`src/design/phdd_pkg.sv`:
```
// Shared constants, widths and state encoding for the heading PID drive block.
package phdd_pkg;

   localparam int unsigned DUTY_FULL  = 4096;
   localparam int unsigned SPEED_FULL = 254;
   localparam int unsigned MS_PER_S   = 1000;

   localparam int GAIN_W  = 24;
   localparam int HEAD_W  = 16;
   localparam int BASE_W  = 9;
   localparam int TS_W    = 32;
   localparam int ERR_W   = 17;
   localparam int DERR_W  = 18;
   localparam int INTEG_W = 48;
   localparam int DUTY_W  = 13;
   localparam int ENG_W   = 64;
   localparam int CNT_W   = 7;
   localparam int REQ_W   = 80;
   localparam int RSP_W   = 48;
   localparam int CSR_IDX_W = 2;

   localparam logic [CSR_IDX_W-1:0] CSR_GAIN_P = 2'd0;
   localparam logic [CSR_IDX_W-1:0] CSR_GAIN_I = 2'd1;
   localparam logic [CSR_IDX_W-1:0] CSR_GAIN_D = 2'd2;

   localparam logic [GAIN_W-1:0] GAIN_P_RESET = 24'd65536;
   localparam logic [GAIN_W-1:0] GAIN_I_RESET = 24'd655;
   localparam logic [GAIN_W-1:0] GAIN_D_RESET = 24'd13107;

   typedef enum logic [3:0] {
      S_IDLE,
      S_RUN,
      S_ERRDT,
      S_INTEG,
      S_DK,
      S_DDIV,
      S_DRES,
      S_PMUL,
      S_PRES,
      S_IQ,
      S_IQK,
      S_IR,
      S_IRES,
      S_CORR,
      S_SIDE,
      S_DUTY
   } state_type;

   typedef enum logic {
      ENG_MUL,
      ENG_DIV
   } eng_op_type;

endpackage

```
`src/design/pid_heading_differential_drive.sv`:
```
// Heading PID controller with differential-drive side mixing, bit-serial datapath.
//
// One request is taken at a time, and the next request can be accepted as soon
// as the result is registered. The work is done by a single shared shift-add
// multiplier / restoring divider that retires one bit per cycle over the chain
// err*dt, kd*de*1000/dt, kp*err, ki*integral/1000 and two duty divisions; the
// err*dt and derivative steps are skipped when the timestamp has not moved.
// The result sits in an output register, so the next request is accepted while
// a result still waits; a result that finds the output register still full
// waits there. Gains may be written only while the block is idle.
module pid_heading_differential_drive (
   input  logic                            clock,
   input  logic                            reset,
   input  logic                            req_tvalid,
   output logic                            req_tready,
   // target_heading, measured_heading, base_speed, timestamp_ms, zero pad
   input  logic [phdd_pkg::REQ_W-1:0]      req_tdata,
   output logic                            rsp_tvalid,
   input  logic                            rsp_tready,
   // correction, right_backward, right_duty, left_backward, left_duty, zero pad
   output logic [phdd_pkg::RSP_W-1:0]      rsp_tdata,
   input  logic                            csr_wr_en,
   input  logic [phdd_pkg::CSR_IDX_W-1:0]  csr_index,
   input  logic [phdd_pkg::GAIN_W-1:0]     csr_wdata
);
   import phdd_pkg::*;

   state_type state_ff, state_in, ret_ff, ret_in;
   eng_op_type op_ff, op_in;
   logic [CNT_W-1:0] cnt_ff, cnt_in;
   logic [ENG_W-1:0] acc_ff, acc_in, opa_ff, opa_in, opb_ff, opb_in;

   logic [GAIN_W-1:0] kp_ff, ki_ff, kd_ff;
   logic signed [ERR_W-1:0] last_err_ff, last_err_in, err_ff, err_in;
   logic signed [DERR_W-1:0] de_ff, de_in;
   logic [TS_W-1:0] last_ts_ff, last_ts_in, dt_ff, dt_in;
   logic signed [BASE_W-1:0] base_ff, base_in;
   logic signed [INTEG_W-1:0] integ_ff, integ_in;
   logic signed [ENG_W-1:0] p_ff, p_in, d_ff, d_in, sum_ff, sum_in;
   logic [ENG_W-1:0] t_ff, t_in;
   logic signed [HEAD_W-1:0] corr_ff, corr_in;
   logic side_ff, side_in;
   logic back_ff, back_in;
   logic rb_ff, rb_in;
   logic [DUTY_W-1:0] rd_ff, rd_in;
   logic rsp_valid_ff, rsp_valid_in;
   logic [RSP_W-1:0] rsp_data_ff, rsp_data_in;

   logic [ERR_W-1:0] err_mag;
   logic [DERR_W-1:0] de_mag;
   logic [INTEG_W-1:0] integ_mag;
   logic [ENG_W:0] div_shift;
   logic signed [INTEG_W+2:0] isum, iprod;
   logic signed [ENG_W-1:0] ival, dq;
   logic [ENG_W-1:0] smag, iv;
   logic [INTEG_W-1:0] q16;
   logic signed [ERR_W-1:0] spd17;
   logic signed [HEAD_W-1:0] spd16;
   logic [HEAD_W-1:0] spd_mag;
   logic [ENG_W-1:0] duty_q;

   assign req_tready = (state_ff == S_IDLE);
   assign rsp_tvalid = rsp_valid_ff;
   assign rsp_tdata  = rsp_data_ff;

   assign err_mag   = err_ff[ERR_W-1] ? -err_ff : err_ff;
   assign de_mag    = de_ff[DERR_W-1] ? -de_ff : de_ff;
   assign integ_mag = integ_ff[INTEG_W-1] ? -integ_ff : integ_ff;

   always_ff @(posedge clock) begin
      if (reset) begin
         state_ff     <= S_IDLE;
         rsp_valid_ff <= 1'b0;
         kp_ff        <= GAIN_P_RESET;
         ki_ff        <= GAIN_I_RESET;
         kd_ff        <= GAIN_D_RESET;
         last_err_ff  <= '0;
         last_ts_ff   <= '0;
         integ_ff     <= '0;
      end else begin
         state_ff     <= state_in;
         rsp_valid_ff <= rsp_valid_in;
         last_err_ff  <= last_err_in;
         last_ts_ff   <= last_ts_in;
         integ_ff     <= integ_in;
         if (csr_wr_en) begin
            unique case (csr_index)
               CSR_GAIN_P: kp_ff <= csr_wdata;
               CSR_GAIN_I: ki_ff <= csr_wdata;
               CSR_GAIN_D: kd_ff <= csr_wdata;
               default: ;
            endcase
         end
      end
      ret_ff      <= ret_in;
      op_ff       <= op_in;
      cnt_ff      <= cnt_in;
      acc_ff      <= acc_in;
      opa_ff      <= opa_in;
      opb_ff      <= opb_in;
      err_ff      <= err_in;
      de_ff       <= de_in;
      dt_ff       <= dt_in;
      base_ff     <= base_in;
      p_ff        <= p_in;
      d_ff        <= d_in;
      t_ff        <= t_in;
      sum_ff      <= sum_in;
      corr_ff     <= corr_in;
      side_ff     <= side_in;
      back_ff     <= back_in;
      rb_ff       <= rb_in;
      rd_ff       <= rd_in;
      rsp_data_ff <= rsp_data_in;
   end

   always_comb begin
      state_in     = state_ff;
      ret_in       = ret_ff;
      op_in        = op_ff;
      cnt_in       = cnt_ff;
      acc_in       = acc_ff;
      opa_in       = opa_ff;
      opb_in       = opb_ff;
      err_in       = err_ff;
      de_in        = de_ff;
      dt_in        = dt_ff;
      base_in      = base_ff;
      last_err_in  = last_err_ff;
      last_ts_in   = last_ts_ff;
      integ_in     = integ_ff;
      p_in         = p_ff;
      d_in         = d_ff;
      t_in         = t_ff;
      sum_in       = sum_ff;
      corr_in      = corr_ff;
      side_in      = side_ff;
      back_in      = back_ff;
      rb_in        = rb_ff;
      rd_in        = rd_ff;
      rsp_valid_in = rsp_valid_ff;
      rsp_data_in  = rsp_data_ff;

      div_shift = {acc_ff, opa_ff[ENG_W-1]};
      iprod     = '0;
      isum      = '0;
      ival      = '0;
      iv        = '0;
      dq        = '0;
      smag      = '0;
      q16       = '0;
      spd17     = '0;
      spd16     = '0;
      spd_mag   = '0;
      duty_q    = '0;

      if (rsp_valid_ff && rsp_tready) rsp_valid_in = 1'b0;

      unique case (state_ff)
         S_IDLE: begin
            if (req_tvalid) begin
               err_in = ERR_W'($signed(req_tdata[15:0])) - ERR_W'($signed(req_tdata[31:16]));
               de_in  = DERR_W'(err_in) - DERR_W'(last_err_ff);
               base_in = $signed(req_tdata[40:32]);
               dt_in  = req_tdata[72:41] - last_ts_ff;
               last_ts_in  = req_tdata[72:41];
               last_err_in = err_in;
               d_in = '0;
               state_in = (dt_in != '0) ? S_ERRDT : S_PMUL;
            end
         end
         S_RUN: begin
            if (op_ff == ENG_MUL) begin
               acc_in = opb_ff[0] ? acc_ff + opa_ff : acc_ff;
               opa_in = opa_ff << 1;
               opb_in = opb_ff >> 1;
            end else begin
               if (div_shift >= {1'b0, opb_ff}) begin
                  acc_in = ENG_W'(div_shift - {1'b0, opb_ff});
                  opa_in = {opa_ff[ENG_W-2:0], 1'b1};
               end else begin
                  acc_in = div_shift[ENG_W-1:0];
                  opa_in = {opa_ff[ENG_W-2:0], 1'b0};
               end
            end
            cnt_in = cnt_ff - 1'b1;
            if (cnt_ff == CNT_W'(1)) state_in = ret_ff;
         end
         S_ERRDT: begin
            op_in = ENG_MUL; acc_in = '0; opa_in = ENG_W'(dt_ff);
            opb_in = ENG_W'(err_mag); cnt_in = CNT_W'(ERR_W);
            ret_in = S_INTEG; state_in = S_RUN;
         end
         S_INTEG: begin
            iprod = err_ff[ERR_W-1] ? -$signed({2'b00, acc_ff[INTEG_W:0]})
                                    : $signed({2'b00, acc_ff[INTEG_W:0]});
            isum = (INTEG_W+3)'(integ_ff) + iprod;
            if (isum > (INTEG_W+3)'(signed'({1'b0, {(INTEG_W-1){1'b1}}})))
               integ_in = {1'b0, {(INTEG_W-1){1'b1}}};
            else if (isum < (INTEG_W+3)'(signed'({1'b1, {(INTEG_W-1){1'b0}}})))
               integ_in = {1'b1, {(INTEG_W-1){1'b0}}};
            else
               integ_in = isum[INTEG_W-1:0];
            op_in = ENG_MUL; acc_in = '0; opa_in = ENG_W'(kd_ff);
            opb_in = ENG_W'(de_mag); cnt_in = CNT_W'(DERR_W);
            ret_in = S_DK; state_in = S_RUN;
         end
         S_DK: begin
            op_in = ENG_MUL; opa_in = acc_ff; acc_in = '0;
            opb_in = ENG_W'(MS_PER_S); cnt_in = CNT_W'(10);
            ret_in = S_DDIV; state_in = S_RUN;
         end
         S_DDIV: begin
            op_in = ENG_DIV; opa_in = acc_ff; acc_in = '0;
            opb_in = ENG_W'(dt_ff); cnt_in = CNT_W'(ENG_W);
            ret_in = S_DRES; state_in = S_RUN;
         end
         S_DRES: begin
            dq = $signed(opa_ff);
            d_in = de_ff[DERR_W-1] ? -dq : dq;
            state_in = S_PMUL;
         end
         S_PMUL: begin
            op_in = ENG_MUL; acc_in = '0; opa_in = ENG_W'(kp_ff);
            opb_in = ENG_W'(err_mag); cnt_in = CNT_W'(ERR_W);
            ret_in = S_PRES; state_in = S_RUN;
         end
         S_PRES: begin
            p_in = err_ff[ERR_W-1] ? -$signed(acc_ff) : $signed(acc_ff);
            op_in = ENG_DIV; acc_in = '0; opa_in = ENG_W'(integ_mag);
            opb_in = ENG_W'(MS_PER_S); cnt_in = CNT_W'(ENG_W);
            ret_in = S_IQ; state_in = S_RUN;
         end
         S_IQ: begin
            t_in = acc_ff;
            op_in = ENG_MUL; acc_in = '0; opa_in = opa_ff;
            opb_in = ENG_W'(ki_ff); cnt_in = CNT_W'(GAIN_W);
            ret_in = S_IQK; state_in = S_RUN;
         end
         S_IQK: begin
            op_in = ENG_MUL; acc_in = '0; opa_in = ENG_W'(ki_ff);
            opb_in = t_ff; cnt_in = CNT_W'(10);
            t_in = acc_ff;
            ret_in = S_IR; state_in = S_RUN;
         end
         S_IR: begin
            op_in = ENG_DIV; opa_in = acc_ff; acc_in = '0;
            opb_in = ENG_W'(MS_PER_S); cnt_in = CNT_W'(ENG_W);
            ret_in = S_IRES; state_in = S_RUN;
         end
         S_IRES: begin
            iv = t_ff + opa_ff;
            ival = integ_ff[INTEG_W-1] ? -$signed(iv) : $signed(iv);
            sum_in = p_ff + d_ff + ival;
            state_in = S_CORR;
         end
         S_CORR: begin
            smag = sum_ff[ENG_W-1] ? -sum_ff : sum_ff;
            q16 = smag[ENG_W-1:16];
            if (!sum_ff[ENG_W-1])
               corr_in = (q16 > INTEG_W'(32767)) ? 16'sh7fff : $signed(q16[15:0]);
            else
               corr_in = (q16 > INTEG_W'(32768)) ? 16'sh8000 : -$signed(q16[15:0]);
            side_in = 1'b0;
            state_in = S_SIDE;
         end
         S_SIDE: begin
            spd17 = side_ff ? ERR_W'(base_ff) - ERR_W'(corr_ff)
                            : ERR_W'(base_ff) + ERR_W'(corr_ff);
            if (spd17 > 17'sd32767) spd16 = 16'sh7fff;
            else if (spd17 < -17'sd32768) spd16 = 16'sh8000;
            else spd16 = spd17[15:0];
            back_in = (spd16 <= 16'sd0);
            spd_mag = spd16[15] ? -spd16 : spd16;
            op_in = ENG_DIV; acc_in = '0;
            opa_in = ENG_W'(spd_mag) * ENG_W'(DUTY_FULL);
            opb_in = ENG_W'(SPEED_FULL); cnt_in = CNT_W'(ENG_W);
            ret_in = S_DUTY; state_in = S_RUN;
         end
         S_DUTY: begin
            duty_q = (opa_ff > ENG_W'(DUTY_FULL)) ? ENG_W'(DUTY_FULL) : opa_ff;
            if (!side_ff) begin
               rb_in = back_ff; rd_in = duty_q[DUTY_W-1:0];
               side_in = 1'b1; state_in = S_SIDE;
            end else if (!rsp_valid_ff || rsp_tready) begin
               rsp_valid_in = 1'b1;
               rsp_data_in = {4'b0, duty_q[DUTY_W-1:0], back_ff, rd_ff, rb_ff, corr_ff};
               state_in = S_IDLE;
            end
         end
         default: state_in = S_IDLE;
      endcase
   end

endmodule

```
`config.mk`:
```
export PLATFORM = sky130hd
export DESIGN_NAME = pid_heading_differential_drive
export DESIGN_NICKNAME = d
export VERILOG_FILES = /design/src/design/phdd_pkg.sv /design/src/design/pid_heading_differential_drive.sv
export SDC_FILE = /design/constraint.sdc
export NUM_CORES = 2
export LEC_CHECK = 0
export ABC_CLOCK_PERIOD_IN_PS = 10000
export BUFFER_PORTS_ARGS = -buffer_cell sky130_fd_sc_hd__buf_2
export CORE_UTILIZATION = 50
export DETAILED_ROUTE_END_ITERATION = 16
export PLACE_DENSITY = 0.7
export SLEW_MARGIN = 20
export SYNTH_ARGS = -nofsm -noshare
export SYNTH_HDL_FRONTEND = slang
export SYNTH_SLANG_ARGS = --single-unit
```
`constraint.sdc`:
```
create_clock -name clock -period 10 [get_ports clock]
set_input_delay 0 -clock clock [delete_from_list [all_inputs] [get_ports clock]]
set_output_delay 0 -clock clock [all_outputs]
set_load 0.01 [all_outputs]
```
==> impl_metrics.ini <==
[routing]
remaining_drc_errors = 0
vias_per_cell = 6.18
wl_per_cell_um = 23.0
wirelength_um = 201000
firstDrtPassIters = 9
antenna_left = 0
drt_iter0_drc = 6347
route.vias.total = 54000

[clock_network]
hold_buffers = 162
htreeDepth = 3
cts_setup_buffers = 0
cts_buffer_depth = 3
worstSkewPairLatency_ns = 0.73
cts_made_buffers = 92
clk_pin_slew_ns = 0.06
cts_resized = 0
cts_tree = done
cts_num_sinks = 786
cts_root_buf = clkbuf_16

[die]
die_w_um = 351
die_area_um2 = 123000
num_rows = 127
die_y_um = 351
io_pins = 161
core-area_um2 = 120000
initial_core_util_pct = 50.6

[setup_path]
path_common_cell = or3_1
crit_slowest_cell = a2111oi_1
critPathArrivalTime_ns = 9.58
reg2reg_from = opa_ff[0]
max_stage_delay_ns = 0.82
path_max_fanout = 8
critPathLaunchType = flip-flop
setup.worst_path.start = opa_ff[0]
reg2reg_depth = 29
required_ns = 10.47
crit_end = sum_ff[62]
worst_setup_path_end_kind = flip-flop
reg2reg_to = sum_ff[62]
critical_path_class = reg -> reg
reg2reg_slack_ns = 0.88

[timing]
fin_crit_sh_pct = 91.2
finalHoldViolCount = 0
finalSetupViolCount = 0
finalCriticalPeriod_ns = 9.12
max_freq_ghz = 0.110
rsz0062_at_grt = false
whs_ns = 0.0279
maxSlewViolCount = 0
relSlewSlack_pct = 22.0
tightest_slew_ns = 1.17
skew_ns = 0.0356
tns_ns = 0

[global_route]
grt_pass1_vias = 51000
grt-ovfl-total = 0
grt_pass1_wl_um = 304000
grt_max_degree = 113
antenna_found_initial = 12
grt_usage_pct = 32.2

[synthesis]
netlist_area_um2 = 60700
synth_compound_area_share_pct = 22.8
syn_area_per_cell_um2 = 8.83
yosys.area.top_type_share_pct = 30.3
synth_ff_type = edfxtp_1
synth_xor_area_share_pct = 9.01
ys_ff_latch = 786
muxShareOfSynthArea_pct = 0.830
yosys-top-cells-area = edfxtp_1 30%, ha_1 8.1%, dfxtp_1 5.7%
syn_inst = 6879
yosys.area.top_type = edfxtp_1
ys_seq_area_share_pct = 36.0
async_flop_share_pct = 0
synth_top_family_by_area = compound AO/OA/AOI/OAI gates
synth_enable_flop_cells = 612
synthAdderAreaFrac_pct = 10.5
yosys.area_share.simple_pct = 16.4
netlist-cell-type-count = 105
yosysWarnings = 0

[run_status]
status = complete, no violations

[finish]
area_growth_pct = 11.5
fillCellCount = 10700
seq_area_um2 = 21900
fin_nets = 7611
layout-drive-gt1-share_pct = 6.80
multi_input_area_um2 = 36300

[placed_design]
portBuffers = 149
detailed_place_hpwl_um = 154000
gp_congestion = 0.970

[job]
cap_violations = 0

[hold_path]
hold_class = in -> reg
==> Yosys cell counts, types with 174 or more instances <==
cell type    n
inv_1      399
o21ai_0    492
nor2_1     449
a21o_1     194
edfxtp_1   612
clkbuf_1   279
a21oi_1    653
dfxtp_1    174
xor2_1     239
xnor2_1    386
ha_1       394
nand2_1    744
==> metrics by stage <==
| stage | instance area, um2 | worst slack, ns | cells | util, % |
|---|---|---|---|---|
| after floorplan | 60700 | 2.33 | 6882 | - |
| after global placement | 62900 | 1.17 | 8389 | 52.4 |
| after detailed placement | 62900 | 1.00 | 8389 | 52.4 |
| after CTS | 67700 | 0.977 | 8724 | 56.3 |
| after global routing | 67700 | 0.336 | 8731 | 56.4 |
| final | 67700 | 0.882 | 8733 | 56.4 |
==> cells in the final DEF, fill, tap and decap left out, types with 47 or more instances in the layout <==
cell type	count
mux2i_1	47
o21ai_0	491
nor2b_1	56
buf_4	58
fa_1	72
a22oi_1	63
ha_1	394
dfxtp_1	173
inv_1	399
nor3_1	149
xnor2_1	386
a21oi_1	652
a31oi_1	86
o21a_1	58
nand2_1	740
nor4_1	49
clkbuf_16	95
nand4_1	76
a21o_1	194
nand3_1	115
nor2_1	445
o31ai_1	93
nand2b_1	69
edfxtp_1	612
or3_1	74
o21bai_1	63
xor2_1	239
buf_2	148
dlygate4sd3_1	162
==> critical path: cells and delay by family, from the launching register on <==
| kind | cells | cell delay [ns] |
|---|---|---|
| AOI/OAI and AO/OA | 12 | 3.71 |
| xor gates and xnor gates | 2 | 0.34 |
| and+or+nand+nor | 9 | 2.60 |
| DFF | 1 | 0.56 |
| buffers and inverters | 2 | 0.28 |
| adders and majority gates | 4 | 1.36 |
==> sequential cells by signal, indices dropped and copies added (netlist names), 7 cells and up <==
signal and flops:
dt_ff 32, rd_ff 13, kd_ff 24, de_ff 18, base_ff 9, cnt_ff 7
integ_ff 48, d_ff 64, corr_ff 16, sum_ff 64, err_ff 17, kp_ff 24
last_err_ff 17, opa_ff 64, last_ts_ff 32, opb_ff 64, ki_ff 24, p_ff 64
acc_ff 64, rsp_tdata 44, t_ff 64
==> worst min path at each step <==
stage | startpoint | end | slack, ns | cells after the start
4_1_cts | req_tdata[25] | last_err_ff[10] | 0.003 | 7
3_5_place_dp | req_tdata[35] | base_ff[3] | 0.18 | 1
2_1_floorplan | req_tdata[32] | base_ff[0] | 0.1 | 0
5_1_grt | req_tdata[34] | base_ff[2] | 0.02 | 2
6_report | req_tdata[35] | base_ff[3] | 0.03 | 2
3_3_place_gp | req_tdata[34] | base_ff[2] | 0.18 | 1
==> layout make-up <==
| type | count | share of cell area [%] |
|---|---|---|
| timing repair buffer | 370 | 4.19 |
| inverter | 402 | 2.24 |
| clock buffer | 120 | 3.75 |
| multi-input combinational | 5382 | 53.6 |
| tap | 1612 | 2.98 |
| antenna | 8 | 0.0296 |
| clock inverter | 53 | 0.876 |
| sequential | 786 | 32.3 |
==> cell families (layout without fill, tap and decap cells) <==
family,Yosys count,in the layout
mux,50,50
simple gates,2066,2066
compound gates,2171,2171
other cells,1,12
buf+inv,714,945
xor+xnor,625,625
fa+ha+maj,466,466
flops,786,786
==> layer usage <==
layer | share of wire [%] | GRT usage (%) | vias to the layer above
met2 | 43 | 49.4 | 2227
met5 | 0.010 | 0 | -
met4 | 3.5 | 11.6 | 2
met3 | 9.2 | 6.34 | 319
met1 | 44 | 44.8 | 25800
li1 | - | - | 25700
Power is left out: the tool's default activity adds up to more than one toggle a clock period on the data nets, which glitch-free logic cannot reach.
